`config.mk`:
```
export PLATFORM = sky130hd
export DESIGN_NAME = lru_key_value_cache
export DESIGN_NICKNAME = d
export VERILOG_FILES = /design/src/design/lkvc_pkg.sv /design/src/design/lru_key_value_cache.sv
export SDC_FILE = /design/constraint.sdc
export NUM_CORES = 2
export LEC_CHECK = 0
export ABC_AREA = 1
export BUFFER_PORTS_ARGS = -buffer_cell sky130_fd_sc_hd__buf_2
export CAP_MARGIN = 5
export CORE_ASPECT_RATIO = 1.1
export CORE_MARGIN = 2
export CORE_UTILIZATION = 40
export DETAILED_ROUTE_END_ITERATION = 10
export PLACE_DENSITY_LB_ADDON = 0.05
export SLEW_MARGIN = 20
export SYNTH_ARGS = -nofsm -noshare
export SYNTH_HDL_FRONTEND = slang
export SYNTH_SLANG_ARGS = --single-unit
export TNS_END_PERCENT = 1
```
`constraint.sdc`:
```
create_clock -name i_clk -period 9.5 [get_ports i_clk]
set_input_delay 0.95 -clock i_clk [delete_from_list [all_inputs] [get_ports i_clk]]
set_output_delay 0.95 -clock i_clk [all_outputs]
set_load 0.05 [all_outputs]
```
`src/design/lkvc_pkg.sv`:
```
package lkvc_pkg;

    // Request kinds on the input channel.
    localparam logic KIND_GET = 1'b0;
    localparam logic KIND_PUT = 1'b1;

    localparam int          DATA_WIDTH     = 32;
    localparam int          CAP_WIDTH      = 5;
    localparam logic [4:0]  CAPACITY_RESET = 5'd16;
    localparam logic [31:0] MISS_VALUE     = 32'hFFFF_FFFF;

    typedef enum logic [1:0] {
        ST_IDLE = 2'b01,
        ST_LOOK = 2'b10
    } t_state;

endpackage

```
`src/design/lru_key_value_cache.sv`:
```
// Fully associative key-value cache with least-recently-used replacement. A word on the
// input channel is either a get or a put. A request is first registered; then its key is
// compared against all tags in parallel and the tags, recency ranks and value memory are
// updated. The value memory read of a get completes at the end of the compare step, and
// the word moves into the output register once that register has room and is offered on
// the output channel; a put returns nothing. A new request is taken only after the last
// one's compare step and unless a get result is held back from the output register. The
// capacity register (1 to DEPTH, 0 acts as 1, larger values act as DEPTH) may only be
// written while the cache is idle. The cache is empty after reset.
module lru_key_value_cache
    import lkvc_pkg::*;
#(
    parameter int DEPTH       = 16,
    parameter int KEY_WIDTH   = 32,
    parameter int VALUE_WIDTH = 32
) (
    input  logic                         i_clk,
    input  logic                         i_rst_n,
    input  logic                         i_cfg_wr_en,
    input  logic [CAP_WIDTH-1:0]         i_cfg_wr_data,
    input  logic                         i_in_valid,
    output logic                         o_in_ready,
    input  logic                         i_kind,
    input  logic signed [DATA_WIDTH-1:0] i_lookup_key,
    input  logic signed [DATA_WIDTH-1:0] i_store_value,
    output logic                         o_out_valid,
    input  logic                         i_out_ready,
    output logic                         o_hit,
    output logic signed [DATA_WIDTH-1:0] o_read_value
);

    localparam int IW   = (DEPTH > 1) ? $clog2(DEPTH) : 1;
    localparam int RW   = IW;
    localparam int CW   = $clog2(DEPTH + 1);
    localparam int CMPW = (CW > CAP_WIDTH) ? CW : CAP_WIDTH;
    localparam int KXW  = (KEY_WIDTH > DATA_WIDTH) ? KEY_WIDTH : DATA_WIDTH;
    localparam int VXW  = (VALUE_WIDTH > DATA_WIDTH) ? VALUE_WIDTH : DATA_WIDTH;

    t_state                 r_state, n_state;
    logic [CAP_WIDTH-1:0]   r_cap;
    logic [CW-1:0]          r_occ, n_occ;
    logic [DEPTH-1:0]       r_valid;
    logic [KEY_WIDTH-1:0]   r_keys [DEPTH];
    logic [RW-1:0]          r_rank [DEPTH];
    logic [VALUE_WIDTH-1:0] mem_values [DEPTH];
    logic [VALUE_WIDTH-1:0] r_rdata;

    logic                   r_kind;
    logic [KEY_WIDTH-1:0]   r_key;
    logic [VALUE_WIDTH-1:0] r_value;

    logic                   r_res_pend;
    logic                   r_res_hit;
    logic                   r_out_valid;
    logic                   r_out_hit;
    logic [DATA_WIDTH-1:0]  r_out_value;

    logic                   w_accept;
    logic                   w_res_move;
    logic                   w_look;
    logic [KXW-1:0]         w_key_ext;
    logic [VXW-1:0]         w_val_ext;
    logic [VXW-1:0]         w_rd_ext;
    logic [DEPTH-1:0]       w_match;
    logic [DEPTH-1:0]       w_victim;
    logic [DEPTH-1:0]       w_free;
    logic                   w_hit;
    logic [IW-1:0]          w_hit_idx;
    logic [RW-1:0]          w_old_rank;
    logic [IW-1:0]          w_slot;
    logic [CMPW-1:0]        w_eff_cap;
    logic                   w_full;
    logic                   w_evict;
    logic                   w_insert;
    logic [CW-1:0]          w_occ_m1;
    logic [RW-1:0]          w_last_rank;
    logic                   w_mem_we;
    logic [IW-1:0]          w_mem_addr;

    assign w_res_move = r_res_pend && (!r_out_valid || i_out_ready);
    assign o_in_ready = (r_state == ST_IDLE) && (!r_res_pend || w_res_move);
    assign w_accept   = i_in_valid && o_in_ready;
    assign w_look     = (r_state == ST_LOOK);

    assign w_key_ext = KXW'($unsigned(i_lookup_key));
    assign w_val_ext = VXW'($unsigned(i_store_value));
    assign w_rd_ext  = VXW'(r_rdata);

    // Tag compare and per-entry reductions; keys are unique among valid entries.
    always_comb begin
        w_hit_idx  = '0;
        w_old_rank = '0;
        for (int j = 0; j < DEPTH; j++) begin
            w_match[j] = r_valid[j] && (r_keys[j] == r_key);
            if (w_match[j]) begin
                w_hit_idx = w_hit_idx | IW'(j);
            end
            w_old_rank = w_old_rank | (r_rank[j] & {RW{w_match[j]}});
        end
    end
    assign w_hit = |w_match;

    always_comb begin
        if (r_cap == '0) begin
            w_eff_cap = CMPW'(1);
        end else if (CMPW'(r_cap) > CMPW'(DEPTH)) begin
            w_eff_cap = CMPW'(DEPTH);
        end else begin
            w_eff_cap = CMPW'(r_cap);
        end
    end
    assign w_full      = CMPW'(r_occ) >= w_eff_cap;
    assign w_insert    = w_look && (r_kind == KIND_PUT) && !w_hit;
    assign w_evict     = w_insert && w_full;
    assign w_occ_m1    = r_occ - CW'(1);
    assign w_last_rank = w_occ_m1[RW-1:0];

    // Valid ranks are always a permutation of 0 .. occupancy-1, so the least recent
    // entry is the one holding the highest rank.
    always_comb begin
        w_slot = '0;
        for (int j = DEPTH - 1; j >= 0; j--) begin
            w_victim[j] = r_valid[j] && (r_rank[j] == w_last_rank);
            w_free[j]   = !r_valid[j] || (w_full && w_victim[j]);
            if (w_free[j]) begin
                w_slot = IW'(j);
            end
        end
    end

    assign n_occ = w_insert ? (w_full ? r_occ : r_occ + CW'(1)) : r_occ;

    always_comb begin
        n_state = r_state;
        unique case (r_state)
            ST_IDLE: begin
                if (w_accept) begin
                    n_state = ST_LOOK;
                end
            end
            ST_LOOK: begin
                n_state = ST_IDLE;
            end
            default: begin
                n_state = ST_IDLE;
            end
        endcase
    end

    always_ff @(posedge i_clk) begin
        if (!i_rst_n) begin
            r_state <= ST_IDLE;
            r_cap   <= CAPACITY_RESET;
            r_occ   <= '0;
        end else begin
            r_state <= n_state;
            r_occ   <= n_occ;
            if (i_cfg_wr_en) begin
                r_cap <= i_cfg_wr_data;
            end
        end
    end

    always_ff @(posedge i_clk) begin
        if (w_accept) begin
            r_kind  <= i_kind;
            r_key   <= w_key_ext[KEY_WIDTH-1:0];
            r_value <= w_val_ext[VALUE_WIDTH-1:0];
        end
    end

    always_ff @(posedge i_clk) begin
        if (!i_rst_n) begin
            r_valid <= '0;
        end else if (w_insert) begin
            for (int j = 0; j < DEPTH; j++) begin
                if (IW'(j) == w_slot) begin
                    r_valid[j] <= 1'b1;
                end else if (w_evict && w_victim[j]) begin
                    r_valid[j] <= 1'b0;
                end
            end
        end
    end

    always_ff @(posedge i_clk) begin
        if (w_insert) begin
            for (int j = 0; j < DEPTH; j++) begin
                if (IW'(j) == w_slot) begin
                    r_keys[j] <= r_key;
                    r_rank[j] <= '0;
                end else if (r_valid[j] && !(w_evict && w_victim[j])) begin
                    r_rank[j] <= r_rank[j] + RW'(1);
                end
            end
        end else if (w_look && w_hit) begin
            for (int j = 0; j < DEPTH; j++) begin
                if (w_match[j]) begin
                    r_rank[j] <= '0;
                end else if (r_valid[j] && (r_rank[j] < w_old_rank)) begin
                    r_rank[j] <= r_rank[j] + RW'(1);
                end
            end
        end
    end

    assign w_mem_we   = w_look && (r_kind == KIND_PUT);
    assign w_mem_addr = w_hit ? w_hit_idx : w_slot;

    always_ff @(posedge i_clk) begin
        if (w_mem_we) begin
            mem_values[w_mem_addr] <= r_value;
        end
        if (w_look && (r_kind == KIND_GET)) begin
            r_rdata <= mem_values[w_hit_idx];
        end
    end

    // A get result waits here for the read data and then for room in the output register.
    always_ff @(posedge i_clk) begin
        if (!i_rst_n) begin
            r_res_pend <= 1'b0;
        end else if (w_look && (r_kind == KIND_GET)) begin
            r_res_pend <= 1'b1;
        end else if (w_res_move) begin
            r_res_pend <= 1'b0;
        end
    end

    always_ff @(posedge i_clk) begin
        if (w_look && (r_kind == KIND_GET)) begin
            r_res_hit <= w_hit;
        end
    end

    always_ff @(posedge i_clk) begin
        if (!i_rst_n) begin
            r_out_valid <= 1'b0;
        end else if (w_res_move) begin
            r_out_valid <= 1'b1;
        end else if (i_out_ready) begin
            r_out_valid <= 1'b0;
        end
    end

    always_ff @(posedge i_clk) begin
        if (w_res_move) begin
            r_out_hit   <= r_res_hit;
            r_out_value <= r_res_hit ? w_rd_ext[DATA_WIDTH-1:0] : MISS_VALUE;
        end
    end

    assign o_out_valid  = r_out_valid;
    assign o_hit        = r_out_hit;
    assign o_read_value = r_out_value;

    a_single_match: assert property (@(posedge i_clk) disable iff (!i_rst_n)
        w_look |-> $onehot0(w_match))
        else $error("key matches more than one valid entry");

    a_occ_tracks_valid: assert property (@(posedge i_clk) disable iff (!i_rst_n)
        $countones(r_valid) == int'(r_occ))
        else $error("occupancy count disagrees with valid marks");

    a_put_leaves_entry: assert property (@(posedge i_clk) disable iff (!i_rst_n)
        (w_look && (r_kind == KIND_PUT)) |=> (r_occ != '0))
        else $error("cache empty after a put");

    a_pend_not_lost: assert property (@(posedge i_clk) disable iff (!i_rst_n)
        (r_res_pend && !w_res_move) |=> r_res_pend)
        else $error("pending get result dropped");

endmodule
```
==> impl_metrics.tcl <==
set metrics [dict create \
    synth-seq-cells 1249 \
    post_route_cells_drive_above_1_share_pct 9.51 \
    worstPathCellList "buf_4 > inv_2 > nand2_1 > o21ai_0 > nor2_1 > nand2_1 > nor2_1 > nand2_1 > nor2_1 > nand2_1 > o22ai_1 > nor4_1 > and2_1 > ha_1 > inv_1 > nor2_1 > nand2_1 > nand2_1 > nand2_1 > nor2_1 > nand2_1 > nor2_2 > nor2_1 > nor2_1" \
    numClockSinks 1249 \
    critical_path.slowest_cell "nor2_1" \
    rows 143 \
    start_util_pct 40.3 \
    async_reset_ff_share_pct 0 \
    synth.top_cell.area_share_pct 65.7 \
    critPathMostFrequentCell "nand2_1" \
    layout.core_utilization_pct 45.4 \
    ys_seq_area_share_pct 66.9 \
    route.antenna.remaining_nets 0 \
    grt_start_max_net_pins 143 \
    max-vdd-ir-drop_mv 0.195 \
    met1Wirelength_mm 72.7 \
    final-max-slew-violation-count 0 \
    rsz0062_at_grt "no" \
    p_leak_nw 23.4 \
    routed.top_layer "met4" \
    synthFlopType "edfxtp_1" \
    h-tree-depth 4 \
    grt-ovfl-total 0 \
    synth_area_mm2 0.0556 \
    synth_cell_types 53 \
    total_routing_usage_gr_pct 24.2 \
    period_needed_ns 6.23 \
    worst_skew_pair.late_latency_ns 0.81 \
    placement.io_buffers 109 \
    floorplan.core_area_mm2 0.138 \
    tns_ns 0 \
    final_cell_count_no_fill 7229 \
    routed-via-count 37500 \
    routed-wl-met3_mm 7.52 \
    synth_edf_count 1215 \
    floorplan.io_pins 110 \
    slew-limit-headroom_pct 22.4 \
    worst_path_largest_cell_delay_ns 0.76 \
    power-per-cell-area_mw_per_mm2 189 \
    cts-root-buf "clkbuf_16" \
    post-route-period-util_pct 65.5 \
    first_global_vias 36700 \
    flow.area_growth_from_synthesis_pct 12.6 \
    max-cap-violations 0 \
    worstSetupEndpointType "flip-flop" \
    post-layout-total-power_mw 11.8 \
    final-seq-area_mm2 0.0372 \
    timing.setup.critical_path_class "reg2reg" \
    yosys_warnings 0 \
    detail_route.iter0.violations 3377 \
    finish.net_count 5421 \
    detailedPlacementHpwl_mm 103 \
    cp_data_arrival_time_ns 6.67 \
    min-delay-path-class "in2reg" \
    status "finished clean" \
    cts_buffers 140 \
    dpl.cell_count 6977 \
    multi_input_comb_area_mm2 0.0159 \
    hold_viol 0 \
    met2RoutedLength_mm 85.6 \
    n_fill_cell 13000 \
    synth.avg_cell_area_um2 10.7 \
    timing_worst_slew_pin_value_ns 1.16 \
    viasPerCell 5.19 \
    clock.fmax_ghz 0.161 \
    drc_errors 0 \
    worst_setup_hold_path_clk_slew_ns 0.06 \
    post_cts_resized 0 \
    synth_area_leader_cell "edfxtp_1" \
    fp.dieH_um 395 \
    synthTopCellsByArea "edfxtp_1, nand2_1, nor2_1, inv_1, a211oi_1" \
    cp-start-kind "flip-flop" \
    setup_viol_count_final 0 \
    design.die.area_mm2 0.142 \
    number_of_antenna_violations_at_the_first_check_in_global_routing 3 \
    final_clock_skew_ns 0.0478 \
    grt_first_pass_wirelength_mm 251 \
    routed_length_per_instance_um 23.8 \
    cts.repair_timing.setup_buffer_count 0 \
    cts_tree "built" \
    drt_pass1_iterations 6 \
    synth.cells.most_frequent "nand2_1, edfxtp_1, nor2_1" \
    ctsHoldBuffers 0 \
    floorplan.die.width_um 359 \
    most_common_cell_in_the_netlist "nand2_1" \
    cts.path.max_buffers 3 \
    synthCells 5181 \
    crit_fanout 26 \
    hold_start "i_lookup_key[3]" \
    cp_data_required_time_ns 9.95 \
    setup.worst_path.start "r_key[0]$_DFFE_PP_" \
    critical_path.reg2reg.startpoint "r_key[0]$_DFFE_PP_" \
    gp_congestion 0.910 \
    total_routed_length_mm 172 \
    synthesis.nets 5295 \
]
==> logic make-up after synthesis <==
group	Yosys count	synth area share, %
compound gates	617	6.51
xor+xnor	188	2.96
fa+ha+maj	39	0.878
buf+inv	620	4.77
flops	1249	66.9
simple gates	2468	18.0
==> report_power, final <==
group / internal (mW) / switching (mW)
logic: 0.106 / 0.336
registers: 6.08 / 0.0601
clock network: 2.93 / 2.34
==> path summary, 6_finish.rpt <==
check,end,slack (ns),cells after the start
setup / recovery,r_rank[0][20]$_DFFE_PP_,3.27,24
setup reg to reg,r_rank[0][20]$_DFFE_PP_,3.27,24
hold reg to reg,r_occ[4]$_SDFFE_PN0P_,0.46,1
hold / removal,r_key[3]$_DFFE_PP_,0.31,1
==> registers in the layout, summed over array words and instances (netlist names), 5 cells and up <==
name,count
mem_values,512
o_read_value,32
r_cap,5
r_key,32
r_keys,512
r_occ,5
r_rank,64
r_rdata,32
r_valid,16
r_value,32
==> placed cells by master (no fill, tap or decap), types with 21 or more instances in the layout <==
cell	netlist	layout
edfxtp_1	1215	1215
o21ai_1	28	28
inv_2	32	32
buf_2	82	109
clkbuf_1	77	38
nand2_1	1638	1637
o21ai_0	176	176
nor2_1	450	431
or2_2	49	49
nand4_1	45	45
ha_1	39	39
o211ai_1	21	21
buf_4	32	91
nor3_1	80	78
xor2_1	89	89
dfxtp_1	34	34
clkbuf_16	0	140
o22ai_1	50	50
clkinv_1	2	35
xnor2_1	99	99
a211oi_1	128	128
nand3_1	130	130
a21oi_1	185	184
inv_1	365	362
==> worst max-delay path: cells and delay by family, from the launching register on <==
kind            cells  cell delay (ns)
simple gates       18             3.73
compound gates      2             0.43
fa+ha+maj           1             0.49
buf+inv             3             0.88
flops               1             0.32
==> stage by stage <==
step | setup slack (ns) | area, µm² | hold WS [ns]
after floorplan | 3.63 | 55600 | 0.426
after global placement | 3.05 | 58100 | 0.449
after detailed placement | 3.29 | 58200 | 0.455
after CTS | 3.27 | 62600 | 0.254
after global routing | 2.88 | 62600 | 0.285
final | 3.27 | 62600 | 0.314
==> layer usage <==
layer  up-vias  track usage, %
met1     18400            31.0
li1      17900               -
met4         0            8.87
met5         -               0
met3       275            2.88
met2      1020            42.1
==> layout make-up <==
type,instances,share of cell area (%)
Antenna cell,1,0.00400
Sequential cell,1249,59.4
Inverter,401,2.43
Timing Repair Buffer,203,2.05
Multi-Input combinational cell,3312,25.4
Clock buffer,178,5.83
Tap cell,1812,3.62
Clock inverter,73,1.23
Power figures use the tool's default switching activity.
